==> config.mk <==
export PLATFORM = sky130hd
export DESIGN_NAME = diameter_avp_finder_flat
export DESIGN_NICKNAME = d
export VERILOG_FILES = /design/src/rtl/davpf_pkg.sv /design/src/rtl/davpf_intf.sv /design/src/rtl/davpf_cfg_regs.sv /design/src/rtl/davpf_parser.sv /design/src/rtl/davpf_out_reg.sv /design/src/rtl/diameter_avp_finder.sv /design/src/flat_wrapper.sv
export SDC_FILE = /design/constraint.sdc
export NUM_CORES = 1
export LEC_CHECK = 0
export ABC_CLOCK_PERIOD_IN_PS = 7800
export BUFFER_PORTS_ARGS = -buffer_cell sky130_fd_sc_hd__buf_2
export CAP_MARGIN = 20
export CORE_ASPECT_RATIO = 1.75
export CORE_MARGIN = 4
export CORE_UTILIZATION = 54
export CTS_CLUSTER_SIZE = 40
export DETAILED_ROUTE_END_ITERATION = 7
export MAX_ROUTING_LAYER = met4
export PLACE_DENSITY_LB_ADDON = 0.08
export SYNTH_ARGS = -nofsm -noshare
export SYNTH_HDL_FRONTEND = slang
export SYNTH_HIERARCHICAL = 1
export SYNTH_SLANG_ARGS = --single-unit
==> constraint.sdc <==
create_clock -name clk -period 7.8 [get_ports clk]
set_clock_uncertainty 0.1 [all_clocks]
set_input_delay 1.17 -clock clk [delete_from_list [all_inputs] [get_ports clk]]
set_output_delay 1.17 -clock clk [all_outputs]
set_load 0.01 [all_outputs]
==> src/rtl/davpf_pkg.sv <==
`default_nettype none

package davpf_pkg;

  // Bytes of the header left after the version/length word
  localparam int HEADER_SKIP = 16;

  localparam int POS_W   = 24;
  localparam int WORD_W  = 32;
  localparam int BYTE_W  = 8;
  localparam int CNT_W   = 2;
  localparam int REG_IDX_W = 1;

  localparam logic [POS_W-1:0] HDR_SKIP_LEN = POS_W'(HEADER_SKIP);
  localparam logic [POS_W-1:0] POS_MAX      = {POS_W{1'b1}};
  localparam logic [POS_W-1:0] HLEN_PLAIN   = POS_W'(8);
  localparam logic [POS_W-1:0] HLEN_VENDOR  = POS_W'(12);
  localparam int VENDOR_BIT_POS = 7;

  // Parse phases
  typedef enum logic [2:0] {
    PH_HDR,
    PH_CODE,
    PH_FLAGS,
    PH_LEN,
    PH_VENDOR,
    PH_VALUE,
    PH_DONE,
    PH_HALT
  } phase_t;

  localparam phase_t PH_START = (HEADER_SKIP == 0) ? PH_CODE : PH_HDR;

  // Configuration register indexes
  typedef enum logic [REG_IDX_W-1:0] {
    REG_TARGET_CODE,
    REG_TARGET_VENDOR
  } cfg_reg_t;

  typedef struct packed {
    logic [WORD_W-1:0] target_code;
    logic [WORD_W-1:0] target_vendor;
  } cfg_t;

  // One byte handed from the input register to the parser
  typedef struct packed {
    logic              valid;
    logic [BYTE_W-1:0] data;
    logic              last;
  } beat_t;

  typedef struct packed {
    logic             found;
    logic [POS_W-1:0] value_offset;
    logic [POS_W-1:0] value_length;
    logic             malformed;
  } res_t;

endpackage

`default_nettype wire

==> src/rtl/davpf_intf.sv <==
`default_nettype none

interface davpf_in_if;
  import davpf_pkg::*;
  logic              valid;
  logic              ready;
  logic [BYTE_W-1:0] data_byte;
  logic              last_byte;
  modport source (output valid, data_byte, last_byte, input ready);
  modport sink (input valid, data_byte, last_byte, output ready);
endinterface

interface davpf_out_if;
  import davpf_pkg::*;
  logic             valid;
  logic             ready;
  logic             found;
  logic [POS_W-1:0] value_offset;
  logic [POS_W-1:0] value_length;
  logic             malformed;
  modport source (output valid, found, value_offset, value_length, malformed, input ready);
  modport sink (input valid, found, value_offset, value_length, malformed, output ready);
endinterface

interface davpf_cfg_if;
  import davpf_pkg::*;
  logic                 valid;
  logic                 ready;
  logic [REG_IDX_W-1:0] index;
  logic [WORD_W-1:0]    data;
  modport source (output valid, index, data, input ready);
  modport sink (input valid, index, data, output ready);
endinterface

`default_nettype wire

==> src/rtl/davpf_cfg_regs.sv <==
`default_nettype none

module davpf_cfg_regs (
  input  wire logic          clk,
  input  wire logic          rst_n,
  davpf_cfg_if.sink          cfg_ch,
  output davpf_pkg::cfg_t    cfg_o
);
  import davpf_pkg::*;

  logic [WORD_W-1:0] code_r;
  logic [WORD_W-1:0] vendor_r;

  // Always take a write beat
  assign cfg_ch.ready = 1'b1;

  always_ff @(posedge clk) begin
    if (!rst_n) begin
      code_r   <= '0;
      vendor_r <= '0;
    end else if (cfg_ch.valid) begin
      case (cfg_reg_t'(cfg_ch.index))
        REG_TARGET_CODE:   code_r   <= cfg_ch.data;
        REG_TARGET_VENDOR: vendor_r <= cfg_ch.data;
        default: ;
      endcase
    end
  end

  assign cfg_o.target_code   = code_r;
  assign cfg_o.target_vendor = vendor_r;

endmodule

`default_nettype wire

==> src/rtl/davpf_parser.sv <==
`default_nettype none

module davpf_parser (
  input  wire logic          clk,
  input  wire logic          rst_n,
  input  davpf_pkg::beat_t   beat_i,
  input  davpf_pkg::cfg_t    cfg_i,
  output logic               res_valid_o,
  output davpf_pkg::res_t    res_o
);
  import davpf_pkg::*;

  phase_t             phase_r, phase_step, phase_nxt, hd_phase;
  logic [POS_W-1:0]   pos_r, pos_nxt;
  logic [WORD_W-1:0]  shift_r, shift_step, shift_nxt;
  logic [CNT_W-1:0]   fcnt_r, fcnt_step, fcnt_nxt;
  logic [WORD_W-1:0]  code_r, code_step, code_nxt;
  logic               vflag_r, vflag_step, vflag_nxt;
  logic [POS_W-1:0]   skip_r, skip_step, skip_nxt;
  logic               found_r, found_step, found_nxt;
  logic [POS_W-1:0]   off_r, off_step, off_nxt;
  logic [POS_W-1:0]   len_r, len_step, len_nxt;
  logic               mal_r, mal_step, mal_nxt;

  logic [WORD_W-1:0]  shift_in;
  logic [POS_W-1:0]   alen, hlen, skip_dec;
  logic               len_short, len_end, ven_end, hd_go, hd_match, found_mid;
  logic [POS_W-1:0]   hd_vlen, hd_total, off_sat;
  logic [WORD_W-1:0]  hd_vid;
  logic [CNT_W-1:0]   hd_pad;
  logic               bad;

  // Shared field decode
  assign shift_in  = {shift_r[WORD_W-BYTE_W-1:0], beat_i.data};
  assign alen      = shift_in[POS_W-1:0];
  assign hlen      = vflag_r ? HLEN_VENDOR : HLEN_PLAIN;
  assign len_short = alen < hlen;
  assign skip_dec  = skip_r - POS_W'(1);
  assign len_end   = (phase_r == PH_LEN) && (fcnt_r == CNT_W'(2));
  assign ven_end   = (phase_r == PH_VENDOR) && (fcnt_r == CNT_W'(3));
  assign hd_go     = (len_end && !len_short && !vflag_r) || ven_end;

  // AVP header complete: value length, padding and target match
  assign hd_vlen   = (phase_r == PH_LEN) ? (alen - hlen) : skip_r;
  assign hd_vid    = (phase_r == PH_LEN) ? '0 : shift_in;
  assign hd_match  = !found_r && (code_r == cfg_i.target_code) &&
                     (hd_vid == cfg_i.target_vendor);
  assign hd_pad    = CNT_W'(2'd0 - hd_vlen[CNT_W-1:0]);
  assign hd_total  = hd_vlen + {{(POS_W-CNT_W){1'b0}}, hd_pad};
  assign found_mid = found_r || (hd_go && hd_match);
  assign hd_phase  = (hd_total == '0) ? (found_mid ? PH_DONE : PH_CODE) : PH_VALUE;
  assign off_sat   = (pos_r == POS_MAX) ? POS_MAX : pos_r + POS_W'(1);

  // Next phase after one byte
  always_comb begin
    phase_step = phase_r;
    case (phase_r)
      PH_HDR:    if (skip_dec == '0) phase_step = PH_CODE;
      PH_CODE:   if (fcnt_r == CNT_W'(3)) phase_step = PH_FLAGS;
      PH_FLAGS:  phase_step = PH_LEN;
      PH_LEN: begin
        if (len_end) begin
          if (len_short)    phase_step = PH_HALT;
          else if (vflag_r) phase_step = PH_VENDOR;
          else              phase_step = hd_phase;
        end
      end
      PH_VENDOR: if (ven_end) phase_step = hd_phase;
      PH_VALUE:  if (skip_dec == '0) phase_step = found_r ? PH_DONE : PH_CODE;
      default:   phase_step = phase_r;
    endcase
  end

  // Field shifter, counters and match record after one byte
  always_comb begin
    shift_step = shift_r;
    fcnt_step  = fcnt_r;
    code_step  = code_r;
    vflag_step = vflag_r;
    skip_step  = skip_r;
    found_step = found_r;
    off_step   = off_r;
    len_step   = len_r;
    mal_step   = mal_r;
    case (phase_r)
      PH_HDR: begin
        skip_step = skip_dec;
        if (skip_dec == '0) begin
          shift_step = '0;
          fcnt_step  = '0;
        end
      end
      PH_CODE: begin
        shift_step = shift_in;
        if (fcnt_r == CNT_W'(3)) begin
          code_step  = shift_in;
          shift_step = '0;
          fcnt_step  = '0;
        end else begin
          fcnt_step = fcnt_r + CNT_W'(1);
        end
      end
      PH_FLAGS: begin
        vflag_step = beat_i.data[VENDOR_BIT_POS];
        shift_step = '0;
        fcnt_step  = '0;
      end
      PH_LEN: begin
        shift_step = shift_in;
        if (len_end) begin
          shift_step = '0;
          fcnt_step  = '0;
          if (len_short) mal_step = 1'b1;
          else           skip_step = hd_vlen;
        end else begin
          fcnt_step = fcnt_r + CNT_W'(1);
        end
      end
      PH_VENDOR: begin
        shift_step = shift_in;
        if (!ven_end) fcnt_step = fcnt_r + CNT_W'(1);
      end
      PH_VALUE: begin
        skip_step = skip_dec;
        if (skip_dec == '0) begin
          shift_step = '0;
          fcnt_step  = '0;
        end
      end
      default: ;
    endcase
    // Enter the value: record a match, load the skip count
    if (hd_go) begin
      shift_step = '0;
      skip_step  = hd_total;
      fcnt_step  = (hd_total == '0) ? '0 : hd_pad;
      if (hd_match) begin
        found_step = 1'b1;
        off_step   = off_sat;
        len_step   = hd_vlen;
      end
    end
  end

  // Result of a message on its last byte
  always_comb begin
    bad = mal_step;
    case (phase_step)
      PH_HDR, PH_FLAGS, PH_LEN, PH_VENDOR: bad = 1'b1;
      PH_CODE:  if (fcnt_step != '0) bad = 1'b1;
      PH_VALUE: if (skip_step > {{(POS_W-CNT_W){1'b0}}, fcnt_step}) bad = 1'b1;
      default: ;
    endcase
    res_valid_o        = beat_i.valid && beat_i.last;
    res_o.found        = found_step;
    res_o.value_offset = found_step ? off_step : '0;
    res_o.value_length = found_step ? len_step : '0;
    res_o.malformed    = bad;
  end

  // Advance on a beat; restart after the last one
  always_comb begin
    phase_nxt = phase_r;
    pos_nxt   = pos_r;
    shift_nxt = shift_r;
    fcnt_nxt  = fcnt_r;
    code_nxt  = code_r;
    vflag_nxt = vflag_r;
    skip_nxt  = skip_r;
    found_nxt = found_r;
    off_nxt   = off_r;
    len_nxt   = len_r;
    mal_nxt   = mal_r;
    if (beat_i.valid) begin
      if (beat_i.last) begin
        phase_nxt = PH_START;
        pos_nxt   = '0;
        shift_nxt = '0;
        fcnt_nxt  = '0;
        code_nxt  = '0;
        vflag_nxt = 1'b0;
        skip_nxt  = HDR_SKIP_LEN;
        found_nxt = 1'b0;
        off_nxt   = '0;
        len_nxt   = '0;
        mal_nxt   = 1'b0;
      end else begin
        phase_nxt = phase_step;
        pos_nxt   = (pos_r == POS_MAX) ? pos_r : pos_r + POS_W'(1);
        shift_nxt = shift_step;
        fcnt_nxt  = fcnt_step;
        code_nxt  = code_step;
        vflag_nxt = vflag_step;
        skip_nxt  = skip_step;
        found_nxt = found_step;
        off_nxt   = off_step;
        len_nxt   = len_step;
        mal_nxt   = mal_step;
      end
    end
  end

  always_ff @(posedge clk) begin
    if (!rst_n) begin
      phase_r <= PH_START;
      pos_r   <= '0;
      shift_r <= '0;
      fcnt_r  <= '0;
      code_r  <= '0;
      vflag_r <= 1'b0;
      skip_r  <= HDR_SKIP_LEN;
      found_r <= 1'b0;
      off_r   <= '0;
      len_r   <= '0;
      mal_r   <= 1'b0;
    end else begin
      phase_r <= phase_nxt;
      pos_r   <= pos_nxt;
      shift_r <= shift_nxt;
      fcnt_r  <= fcnt_nxt;
      code_r  <= code_nxt;
      vflag_r <= vflag_nxt;
      skip_r  <= skip_nxt;
      found_r <= found_nxt;
      off_r   <= off_nxt;
      len_r   <= len_nxt;
      mal_r   <= mal_nxt;
    end
  end

  // A last beat always restarts the parse
  a_restart: assert property (@(posedge clk) disable iff (!rst_n)
    beat_i.valid && beat_i.last |=> phase_r == PH_START && pos_r == '0 && !found_r)
    else $error("parser did not restart after last beat");

  // A match is never followed by a length error
  a_found_no_halt: assert property (@(posedge clk) disable iff (!rst_n)
    found_r |-> phase_r != PH_HALT)
    else $error("halted after a match");

  // A length error always stops the parse
  a_mal_halts: assert property (@(posedge clk) disable iff (!rst_n)
    mal_r |-> phase_r == PH_HALT)
    else $error("malformed record without halt");

endmodule

`default_nettype wire

==> src/rtl/davpf_out_reg.sv <==
`default_nettype none

module davpf_out_reg (
  input  wire logic          clk,
  input  wire logic          rst_n,
  input  wire logic          load_i,
  input  davpf_pkg::res_t    res_i,
  output logic               free_o,
  davpf_out_if.source        out_ch
);
  import davpf_pkg::*;

  logic valid_r;
  res_t res_r;

  assign free_o = !valid_r || out_ch.ready;

  // Hold the result until the receiver takes it
  always_ff @(posedge clk) begin
    if (!rst_n) begin
      valid_r <= 1'b0;
    end else if (load_i) begin
      valid_r <= 1'b1;
    end else if (out_ch.ready) begin
      valid_r <= 1'b0;
    end
  end

  always_ff @(posedge clk) begin
    if (load_i) res_r <= res_i;
  end

  assign out_ch.valid        = valid_r;
  assign out_ch.found        = res_r.found;
  assign out_ch.value_offset = res_r.value_offset;
  assign out_ch.value_length = res_r.value_length;
  assign out_ch.malformed    = res_r.malformed;

  // Never overwrite a result that is still waiting
  a_no_overwrite: assert property (@(posedge clk) disable iff (!rst_n)
    load_i |-> free_o)
    else $error("result register overwritten");

endmodule

`default_nettype wire

==> src/rtl/diameter_avp_finder.sv <==
// Diameter AVP finder.
// in_ch takes one byte of a Diameter message body per beat, starting right
// after the 4-byte version/length word; last_byte marks the final byte.
// cfg_ch writes target_code (index 0) and target_vendor (index 1); it is
// always ready and is to be written only while no message is in flight.
// out_ch gives one beat per message: found, value_offset, value_length and
// malformed for the first AVP whose code and vendor id match the targets.
// Throughput: one byte per cycle. Every byte goes through an input register
// and one parse step; the result register is loaded by the step of the last
// byte, so out_ch.valid rises in the cycle after the parser consumes it.
// When out_ch stalls, body bytes keep flowing; only a last byte waits in
// the input register until the result register is free, and in_ch.ready
// then drops.
// Reset (rst_n low at a clock edge) clears both targets to 0, drops any
// pending byte and result, and restarts the parse at the header.
`default_nettype none

module diameter_avp_finder (
  input  wire logic   clk,
  input  wire logic   rst_n,
  davpf_in_if.sink    in_ch,
  davpf_out_if.source out_ch,
  davpf_cfg_if.sink   cfg_ch
);
  import davpf_pkg::*;

  logic              s1_valid_r;
  logic [BYTE_W-1:0] s1_data_r;
  logic              s1_last_r;
  logic              out_free, consume, res_valid;
  beat_t             beat;
  cfg_t              cfg;
  res_t              res;

  // Consume the held byte unless it is a last byte with nowhere to go
  assign consume     = s1_valid_r && (!s1_last_r || out_free);
  assign in_ch.ready = !s1_valid_r || consume;

  always_ff @(posedge clk) begin
    if (!rst_n) begin
      s1_valid_r <= 1'b0;
    end else if (in_ch.valid && in_ch.ready) begin
      s1_valid_r <= 1'b1;
    end else if (consume) begin
      s1_valid_r <= 1'b0;
    end
  end

  always_ff @(posedge clk) begin
    if (in_ch.valid && in_ch.ready) begin
      s1_data_r <= in_ch.data_byte;
      s1_last_r <= in_ch.last_byte;
    end
  end

  assign beat.valid = consume;
  assign beat.data  = s1_data_r;
  assign beat.last  = s1_last_r;

  davpf_cfg_regs u_cfg (
    .clk    (clk),
    .rst_n  (rst_n),
    .cfg_ch (cfg_ch),
    .cfg_o  (cfg)
  );

  davpf_parser u_parser (
    .clk         (clk),
    .rst_n       (rst_n),
    .beat_i      (beat),
    .cfg_i       (cfg),
    .res_valid_o (res_valid),
    .res_o       (res)
  );

  davpf_out_reg u_out (
    .clk    (clk),
    .rst_n  (rst_n),
    .load_i (res_valid),
    .res_i  (res),
    .free_o (out_free),
    .out_ch (out_ch)
  );

  // A stalled last byte stays in the input register
  a_last_held: assert property (@(posedge clk) disable iff (!rst_n)
    s1_valid_r && s1_last_r && !out_free |=> s1_valid_r && s1_last_r)
    else $error("last byte lost while output stalled");

endmodule

`default_nettype wire
==> src/flat_wrapper.sv <==
// flat-port wrapper written by rule: the top's interface ports become plain ports
module diameter_avp_finder_flat import davpf_pkg::*;
  (clk, rst_n, in_ch_valid, in_ch_data_byte, in_ch_last_byte, in_ch_ready, out_ch_valid, out_ch_found, out_ch_value_offset, out_ch_value_length, out_ch_malformed, out_ch_ready, cfg_ch_valid, cfg_ch_index, cfg_ch_data, cfg_ch_ready);
  davpf_in_if in_ch_i ();
  davpf_out_if out_ch_i ();
  davpf_cfg_if cfg_ch_i ();
  input  wire logic clk;
  input  wire logic rst_n;
  input wire logic [$bits(in_ch_i.valid)-1:0] in_ch_valid;
  input wire logic [$bits(in_ch_i.data_byte)-1:0] in_ch_data_byte;
  input wire logic [$bits(in_ch_i.last_byte)-1:0] in_ch_last_byte;
  output wire logic [$bits(in_ch_i.ready)-1:0] in_ch_ready;
  output wire logic [$bits(out_ch_i.valid)-1:0] out_ch_valid;
  output wire logic [$bits(out_ch_i.found)-1:0] out_ch_found;
  output wire logic [$bits(out_ch_i.value_offset)-1:0] out_ch_value_offset;
  output wire logic [$bits(out_ch_i.value_length)-1:0] out_ch_value_length;
  output wire logic [$bits(out_ch_i.malformed)-1:0] out_ch_malformed;
  input wire logic [$bits(out_ch_i.ready)-1:0] out_ch_ready;
  input wire logic [$bits(cfg_ch_i.valid)-1:0] cfg_ch_valid;
  input wire logic [$bits(cfg_ch_i.index)-1:0] cfg_ch_index;
  input wire logic [$bits(cfg_ch_i.data)-1:0] cfg_ch_data;
  output wire logic [$bits(cfg_ch_i.ready)-1:0] cfg_ch_ready;
  assign in_ch_i.valid = in_ch_valid;
  assign in_ch_i.data_byte = in_ch_data_byte;
  assign in_ch_i.last_byte = in_ch_last_byte;
  assign in_ch_ready = in_ch_i.ready;
  assign out_ch_valid = out_ch_i.valid;
  assign out_ch_found = out_ch_i.found;
  assign out_ch_value_offset = out_ch_i.value_offset;
  assign out_ch_value_length = out_ch_i.value_length;
  assign out_ch_malformed = out_ch_i.malformed;
  assign out_ch_i.ready = out_ch_ready;
  assign cfg_ch_i.valid = cfg_ch_valid;
  assign cfg_ch_i.index = cfg_ch_index;
  assign cfg_ch_i.data = cfg_ch_data;
  assign cfg_ch_ready = cfg_ch_i.ready;
  diameter_avp_finder u_core (.clk(clk), .rst_n(rst_n), .in_ch(in_ch_i), .out_ch(out_ch_i), .cfg_ch(cfg_ch_i));
endmodule
[Word level (Yosys, flattened, before mapping)]
Cells that the tools add are included.
Cells by class
  $add $sub $neg: 6
  $lt $le $gt $ge: 2
  equal/unequal tests: 17
  multiplexer cells: 62
  bitwise gates (word level): 1
  reductions and logical operators: 40
Operators by type and width (number)
  two-way mux 24 bit: 19
  two-way mux 32 bit: 4
  case mux 24 bit (5 select lines): 1
  equality test 32 bit: 2
  zero test 24 bit: 2
  case mux 24 bit (2 select lines): 1
  two-way mux 3 bit: 12
  adder 24 x 1 -> 24 bit, second input constant: 1
  adder 24 x 2 -> 24 bit: 1
  equality test 24 bit, second input constant: 1
  > comparator 24 x 2 -> 1 bit: 1
  < comparator 24 x 4 -> 1 bit: 1
  subtractor 24 x 1 -> 24 bit, second input constant: 1
  subtractor 24 x 4 -> 24 bit: 1
  case mux 3 bit (6 select lines): 1
  two-way mux 1 bit: 15
  two-way mux 2 bit: 7
  equality test 3 x 2 -> 1 bit, second input constant: 4
  equality test 3 bit, second input constant: 4
  nonzero test 2 bit: 6
  logical AND 1 bit: 10
  case mux 2 bit (5 select lines): 1
  AND reduction 2 bit: 4
  nonzero test 7 bit: 1
  other kinds (14): 27
Storage, ports and cells
  flip-flop bits (word level): 285
  bits of input ports: 47
  output and inout bits: 53
  word-level logic and storage cells: 149

[Depth between registers and ports, before layout]
Gate-level depths: netlist of the first run.
  depth in word-level cells: 17
  mapped depth: 32
  mapped depth without buffers: 25

[Cells and area by module]
The synthesis of the first run kept the hierarchy.
By module, submodules not included
  davpf_parser: times used 1, cells an instance 1616, area an instance 11613.6 µm², sequential area each 3203.1 µm²
  davpf_cfg_regs: times used 1, cells an instance 247, area an instance 2449.8 µm², sequential area each 1281.2 µm²
  davpf_out_reg: times used 1, cells an instance 54, area an instance 1550.2 µm², sequential area each 1521.5 µm²
  diameter_avp_finder: times used 1, cells an instance 16, area an instance 345.3 µm², sequential area each 290.3 µm²

[Worst setup path after synthesis of the first run]
Ideal clock, no wire load.
  kind: register -> register
  start: reg u_core.u_parser.phase_r[0]
  end: reg u_core.u_out.res_r, in the netlist u_core/u_out/out_ch.malformed (data pin)
  setup time: 251 ps
  arrival time: 5983 ps
  data required time: 7449 ps
  slack: 1466 ps
  cell stages (with the launch flop): 32
  buffers on the path: 8
  period minus slack after synthesis: 6334 ps
  cells stage by stage: dfxtp_1 > buf_2 > and3b_1 > clkbuf_1 > clkbuf_1 > buf_2 > clkbuf_1 > buf_1 > nor2_1 > a21oi_1 > inv_1 > ha_1 > nor2b_1 > a21oi_1 > clkbuf_1 > and4_1 > or3_1 > a2111oi_0 > o2111ai_1 > nor2_1 > or2_1 > ha_1 > nor2b_1 > o21ai_0 > nand3_1 > a211oi_1 > o2111ai_1 > nor4_1 > nand4_1 > a21oi_1 > o21ai_1 > buf_4
Between the ends
  word-level cells in the longest chain between the ends: 16
  elaborated cells between the ends (all ways): 54
  those cells by class: 2 x add/sub; 1 x order compare; 11 x eq/ne; 26 x mux; 14 x reduce/logical
RTL lines
  start: declaration: line davpf_parser.sv:13  | phase_t phase_r, phase_step, phase_nxt, hd_phase;
  start signal: assignment: line davpf_parser.sv:217  | phase_r <= phase_nxt;
  parallel branches: the longest is 15 deep, another holds adder 24 x 2 -> 24 bit
  case mux 1 bit (3 select lines) *: line davpf_parser.sv:148  | case (phase_step)
  net u_core.u_parser.bad: line davpf_parser.sv:31  | logic bad;
  end signal: assignment: line davpf_out_reg.sv:30  | if (load_i) res_r <= res_i;
  end: declaration: line davpf_out_reg.sv:14  | res_t res_r;
Mark *: on every way through the listed nets, which the timed path passes.
A chain may end at the register's enable or synchronous reset.

==> results.tsv, run 1 <==
stage	metric	value	unit
min_path	Hold Path Sink	u_core/u_parser/off_r[20]	
yosys	Avg Inst Size Synth	8.256	sq um
worst_setup_path	WP data arrival	7260	ps
yosys	number of synthesized flops with an enable pin	59	
die	Initial Utilization	0.5449	
yosys	synth unique cells	92	
power	Peak VDD IR	0.2217	mV
worst_setup_path	CP startpoint kind	register	
sta	RSZ-0062 raised after global routing	no	
clock_network	hold_buf cts	0	
power	PwrDens	182.9	nW/um^2
worst_setup_path	Worst Path Max Fanout	14	
global_route	grt total ovfl	0	
placed_design	Post-Place Worst Slack	795.2	ps
min_path	hold path cells	2	
sta	final setup vio count	0	
die	Die Span Y	235.4	um
cells_and_area	area growth from synthesis to layout	9.651	%
routing	Final ANT Viol Nets	0	
sta	Setup WS post-layout	735.1	ps
worst_setup_path	WS Path Type	reg -> reg	
worst_setup_path	FF-to-FF path depth	24	
routing	First-pass DRT Iterations	5	
global_route	initial antenna violation count	0	
sta	Sum Neg Setup Slack	0	ps
sta	Max Slew Vio Count	0	
die	IO Pins	100	
clock_network	post-CTS setup buffers	0	
cells_and_area	filler cell count	2642	
clock_network	CTS tree	done	
yosys	Mapped Cells	1933	
placed_design	DP HPWL	41370	um
worst_setup_path	nature of the critical path endpoint	register	
clock_network	Clock Sinks	285	
routing	initial drt markers	990	
clock_network	clk buf depth	3	
routing	post-DR wirelength/cell	24.23	um
yosys	Post-synth top flop	dfxtp_1	
clock_network	CTS resizes	0	
sta	hold slack	362.0	ps
placed_design	GPL Wtd Cong	1.013	
cells_and_area	fin nets	2003	
job	max-cap violations	0	
clock_network	CTS Root Cell	clkbuf_16	
yosys	Mapped Nets	1992	
die	Core ar.	29290	sq um
min_path	Hold Crit Class	reg -> reg	
status	status	finished, final reports clean	
power	Leakage	6.464	nW
yosys	Synthesis Warnings	6	
global_route	largest net degree at the start of global routing	100	
sta	Slew @ Worst Pin	1138	ps
routing	metal2 WL	28980	um
routing	metal3 WL	2998	um
global_route	gr usage total	0.3511	
sta	Hold Fails Final Rpt	0	
clock_network	TritonCTS Buffers	27	
clock_network	Clock Latency Late Sink	560	ps
sta	fin crit period	7065	ps
placed_design	port bufs	98	
yosys	Seq cells post-synth	285	
sta	Max Clock Freq	141.5	MHz
sta	Final Cycle Share	0.9058	
clock_network	Worst-path clk slew	70	ps
min_path	Hold Startpoint	u_core/u_parser/off_r[20]	
yosys	Mapped Area	15960	sq um
routing	wl on met1	19330	um
routing	Vias per Instance	6.338	
die	die width	138.0	um
routing	vias	14870	
yosys	Seq/Total Area, Yosys	0.3945	
clock_network	H-tree depth	1	
yosys	Post-synth ARST share	0	
worst_setup_path	Reg2Reg Launch Point	u_core/s1_data_r[2]	
global_route	first-pass GRT wire length	84990	um
worst_setup_path	R2R setup slack	740	ps
worst_setup_path	worst path required time	8000	ps
global_route	vias in the first global route	14220	
die	Cell Rows	83	
routing	routed wire length	56840	um
cells_and_area	Diodes inserted	0	
routing	top sig layer	met4	
cells_and_area	share of layout cells above drive strength 1	0.1166	
worst_setup_path	R2R Path End	u_core/u_out/out_ch.malformed	
routing	DRC Markers	0	
cells_and_area	Final Core Density	0.5975	
sta	Max-slew headroom	0.2357	
die	die area	32480	sq um
sequential cells by signal, summed over array words and instances, names as in the netlist, 2 cells and up:
name and flops:
u_core/u_parser/fcnt_r 2, u_core/u_cfg/code_r 32, u_core/u_parser/code_r 32, u_core/u_parser/phase_r 3, u_core/u_parser/off_r 24, u_core/u_out/out_ch.value_length 24
u_core/u_cfg/vendor_r 32, u_core/u_parser/pos_r 24, u_core/u_out/out_ch.value_offset 24, u_core/u_parser/len_r 24, u_core/u_parser/shift_r 24, u_core/s1_data_r 8
u_core/u_parser/skip_r 24
report_power, final:
part	internal [mW]	total, mW	leakage (nW)	switching (mW)
clock network	0.769	1.36	0.452	0.592
logic	0.0947	0.279	3.59	0.185
registers	1.53	1.56	2.42	0.0316
total	2.39	3.20	6.46	0.808
synth_stat cells, drive strengths merged (30+ instances only):
library cell  instances  area (sq um)
a22oi                67         503.0
nor3                 32         181.4
edfxtp               59          1772
nor4                 30         215.2
a21oi               162         822.0
inv                  32         120.1
nand2               231         867.1
o21ai                93         465.4
nor2                232         870.8
xnor2                65         569.3
buf                  41         270.3
mux2i                77         770.7
dfxtp               226          4524
nand3                59         295.3
clkbuf              115         431.7
critical path, cell delays in order, from the launching register on:
cell	delay [ps]
edfxtp_1	460
inv_1	130
ha_1	150
inv_1	60
ha_1	290
or4_1	640
or3_1	490
or3_1	340
a31o_2	320
nor3_4	570
nand4_4	210
and3_1	270
o2111ai_1	590
nor2_1	130
or2_1	270
ha_1	300
nor2b_1	130
o21ai_0	150
nand3_1	100
a211oi_1	220
o2111ai_1	130
nor4_1	310
nand4_1	130
a21oi_1	200
o21ai_1	70
cell type report:
type,count,area (sq um),share of cell area
Tap cell,382,478.0,0.02731
Timing Repair Buffer,138,805.8,0.04605
Clock inverter,7,48.80,0.002789
Clock buffer,42,867.1,0.04955
Multi-Input combinational cell,1460,8880,0.5074
Sequential cell,285,6297,0.3599
Inverter,32,122.6,0.007007
cell usage in the layout (no fill, tap or decap), types with 8 or more instances in the layout:
master	instances
nand2b_1	10
xor2_1	19
o31ai_1	9
buf_2	97
nor3b_1	14
o22ai_1	13
a21o_1	26
a31oi_1	24
clkbuf_16	31
a211oi_1	17
buf_4	40
and4_1	8
nor3_1	27
o32ai_1	14
nand3_1	59
or3_1	15
xnor2_1	65
nor2_1	231
nor4_1	27
a22oi_1	67
mux2i_1	77
nand4_1	23
ha_1	12
nor4bb_1	8
a31o_2	8
o311ai_0	8
or4_1	13
nand2_1	231
o21ai_0	88
o211ai_1	11
a21oi_1	161
inv_1	30
dfxtp_1	225
edfxtp_1	59
and2_1	17
and3_1	25
nor2b_1	8
kinds of logic after synthesis:
family                     Yosys count  synth area share
adders and majority gates           12          0.009408
AOI/OAI and AO/OA                  528            0.2180
buffers and inverters              188           0.05151
DFF                                285            0.3945
and+or+nand+nor                    758            0.2320
xor gates and xnor gates            84           0.04610
other                                1         0.0002350
muxes                               77           0.04829
metrics by stage:
stage | instance area [sq um] | total power, mW | instances
after floorplan | 15960 | 1.761 | 1933
after global placement | 16560 | 1.863 | 2296
after detailed placement | 16560 | 1.867 | 2296
after CTS | 17480 | 3.214 | 2345
after global routing | 17500 | 3.295 | 2346
final | 17500 | 3.200 | 2346
metal layers:
layer	GRT usage	vias to the layer above
met2	0.5994	582
met3	0.03892	213
met5	-	-
li1	-	7040
met1	0.3589	7033
met4	0.2694	0
how the worst max path moves through the flow:
| stage | start | to | slack, ps |
|---|---|---|---|
| floorplan | u_core/u_parser/phase_r[0] | u_core/u_out/out_ch.malformed | 1470 |
| finish | u_core/s1_data_r[2] | u_core/u_out/out_ch.malformed | 740 |
| global placement | u_core/s1_data_r[2] | u_core/u_out/out_ch.malformed | 970 |
| global route | u_core/s1_data_r[2] | u_core/u_out/out_ch.malformed | 230 |
| detailed placement | u_core/s1_data_r[2] | u_core/u_out/out_ch.malformed | 800 |
| CTS | u_core/s1_data_r[2] | u_core/u_out/out_ch.malformed | 790 |
Power figures use the tool's default switching activity.
==> run 2: changes to the inputs <==
--- a/config.mk
+++ b/config.mk
@@ -15,6 +15,7 @@
 export DETAILED_ROUTE_END_ITERATION = 7
 export MAX_ROUTING_LAYER = met4
 export PLACE_DENSITY_LB_ADDON = 0.08
+export REMOVE_ABC_BUFFERS = 1
 export SYNTH_ARGS = -nofsm -noshare
 export SYNTH_HDL_FRONTEND = slang
 export SYNTH_HIERARCHICAL = 1
==> results.tsv, run 2 (same netlist as run 1, synthesis figures left out) <==
stage	metric	value	unit	change
cells_and_area	flip-flop and latch area	6297	sq um	unchanged
sta	Max Slew Vio Count	0		unchanged
routing	Final ANT Viol Nets	0		unchanged
worst_setup_path	worst path required time	8010	ps	about the same
die	die area	32480	sq um	unchanged
clock_network	Clock Latency Late Sink	560	ps	about the same
clock_network	CTS tree	done		
worst_setup_path	worst path cell trace	inv_1, ha_1, inv_1, ha_1, or4_1, or3_1, or3_1, a31o_2, nor3_4, nand4_4, and3_1, o2111ai_1, nor2_1, or2_1, ha_1, nor2b_1, o21ai_0, nand3_1, a211oi_1, o2111ai_1, nor4_1, nand4_1, a21oi_1, o21ai_1		
cells_and_area	share of layout cells above drive strength 1	0.1170		+0.0004496
worst_setup_path	Critical Path Max Stage Delay	670	ps	+30 ps
worst_setup_path	CP max-delay cell	or4_1		
power	Total Power	3.252	mW	+1.6%
cells_and_area	Final Core Density	0.5994		+0.001837
status	status	finished, final reports clean		
sta	Sum Neg Setup Slack	0	ps	unchanged
sta	RSZ-0062 raised after global routing	no		
cells_and_area	Diodes inserted	0		unchanged
routing	First-pass DRT Iterations	5		unchanged
placed_design	Post-Place Worst Slack	789.6	ps	-5.542 ps
cells_and_area	Multi-input gate area	8894	sq um	+0.15%
placed_design	GPL Wtd Cong	1.016		+0.31%
power	Leakage	6.487	nW	+0.36%
die	IO Pins	100		unchanged
routing	vias	14910		+0.29%
die	Die Span Y	235.4	um	unchanged
job	max-cap violations	0		unchanged
clock_network	TritonCTS Buffers	28		+3.7%
sta	hold slack	360.0	ps	-1.950 ps
worst_setup_path	Most Frequent Cell on Critical Path	ha_1		
clock_network	hold_buf cts	0		unchanged
sta	fin crit period	7090	ps	+25.46 ps
die	Initial Utilization	0.5449		unchanged
global_route	grt total ovfl	0		unchanged
global_route	initial antenna violation count	0		unchanged
sta	Slew @ Worst Pin	1261	ps	+122.9 ps
global_route	largest net degree at the start of global routing	81		-19%
clock_network	H-tree depth	1		unchanged
clock_network	Worst-path clk slew	70	ps	about the same
placed_design	port bufs	98		unchanged
cells_and_area	area growth from synthesis to layout	9.988	%	
worst_setup_path	nature of the critical path endpoint	register		
cells_and_area	top flop regs	u_core/u_cfg/code_r: 32 flops, u_core/u_cfg/vendor_r: 32 flops, u_core/u_parser/code_r: 32 flops		
clock_network	Clock Sinks	285		unchanged
power	Peak VDD IR	0.2292	mV	+3.4%
cells_and_area	fin nets	2002		-0.050%
global_route	vias in the first global route	14440		+1.5%
sta	Final Cycle Share	0.9090		+0.003264
worst_setup_path	CP startpoint kind	register		
clock_network	post-CTS setup buffers	0		unchanged
placed_design	DP HPWL	38140	um	-7.8%
routing	Vias per Instance	6.353		+0.25%
global_route	first-pass GRT wire length	82010	um	-3.5%
worst_setup_path	Worst Path Max Fanout	14		unchanged
sta	Setup WS post-layout	709.6	ps	-25.46 ps
die	die width	138.0	um	unchanged
sta	Max Clock Freq	141.0	MHz	-0.36%
sta	Max-slew headroom	0.1518		-0.08388
worst_setup_path	WP data arrival	7300	ps	+40 ps
routing	post-DR wirelength/cell	22.89	um	-5.5%
die	Core ar.	29290	sq um	unchanged
routing	initial drt markers	1144		+16%
cells_and_area	most frequent cells in the layout	231 x nand2_1, 231 x nor2_1, 225 x dfxtp_1		
global_route	gr usage total	0.3337		-0.01747
worst_setup_path	WS Path Type	reg -> reg		
sta	Hold Fails Final Rpt	0		unchanged
min_path	Hold Crit Class	reg -> reg		
clock_network	CTS resizes	0		unchanged
clock_network	clk buf depth	3		unchanged
clock_network	CTS Root Cell	clkbuf_16		
routing	routed wire length	53730	um	-5.5%
routing	DRC Markers	0		unchanged
cells_and_area	filler cell count	2661		+0.72%
die	Cell Rows	83		unchanged
power	PwrDens	185.3	nW/um^2	+1.3%
sta	final setup vio count	0		unchanged
[run 2: area by class of cell]
class                   instances  share of cell area
clock inverters                 7            0.002424
flip-flops and latches        285              0.3588
repair buffers                136             0.04434
inverters                      32            0.006986
clock buffers                  45             0.05360
well taps                     382             0.02723
multi-input cells            1460              0.5067
[run 2: final timing paths]
| kind | startpoint | end | slack [ps] | cells past startpoint |
|---|---|---|---|---|
| setup / recovery | u_core/s1_data_r[2] | u_core/u_out/out_ch.malformed | 710 | 24 |
| hold / removal | u_core/u_cfg/vendor_r[23] | u_core/u_cfg/vendor_r[23] | 360 | 2 |
| setup reg to reg | u_core/s1_data_r[2] | u_core/u_out/out_ch.malformed | 710 | 24 |
| hold reg to reg | u_core/u_cfg/vendor_r[23] | u_core/u_cfg/vendor_r[23] | 360 | 2 |
[run 2: routing by layer]
layer,share of wire,track usage
met4,0.095,0.2526
met3,0.053,0.03186
met5,0,-
met2,0.50,0.5631
met1,0.35,0.3519
[run 2: per-stage QoR]
step | area [sq um] | cells
5_1_grt | 17550 | 2347
2_1_floorplan | 15260 | 1777
3_5_place_dp | 16570 | 2295
3_3_place_gp | 16570 | 2295
6_report | 17550 | 2347
4_1_cts | 17550 | 2347
[run 2: critical path: cells and delay by family (launching register included)]
kind / cells / cell delay [ps]
AOI/OAI and AO/OA: 7 / 1670
adders and majority gates: 3 / 740
buffers and inverters: 2 / 190
DFF: 1 / 460
and+or+nand+nor: 12 / 3670
[run 2: power breakdown]
part / internal [mW] / leakage (nW) / switching [mW]
Combinational: 0.0912 / 3.58 / 0.172
Clock: 0.828 / 0.490 / 0.599
Sequential: 1.53 / 2.42 / 0.0324
Total: 2.45 / 6.49 / 0.804
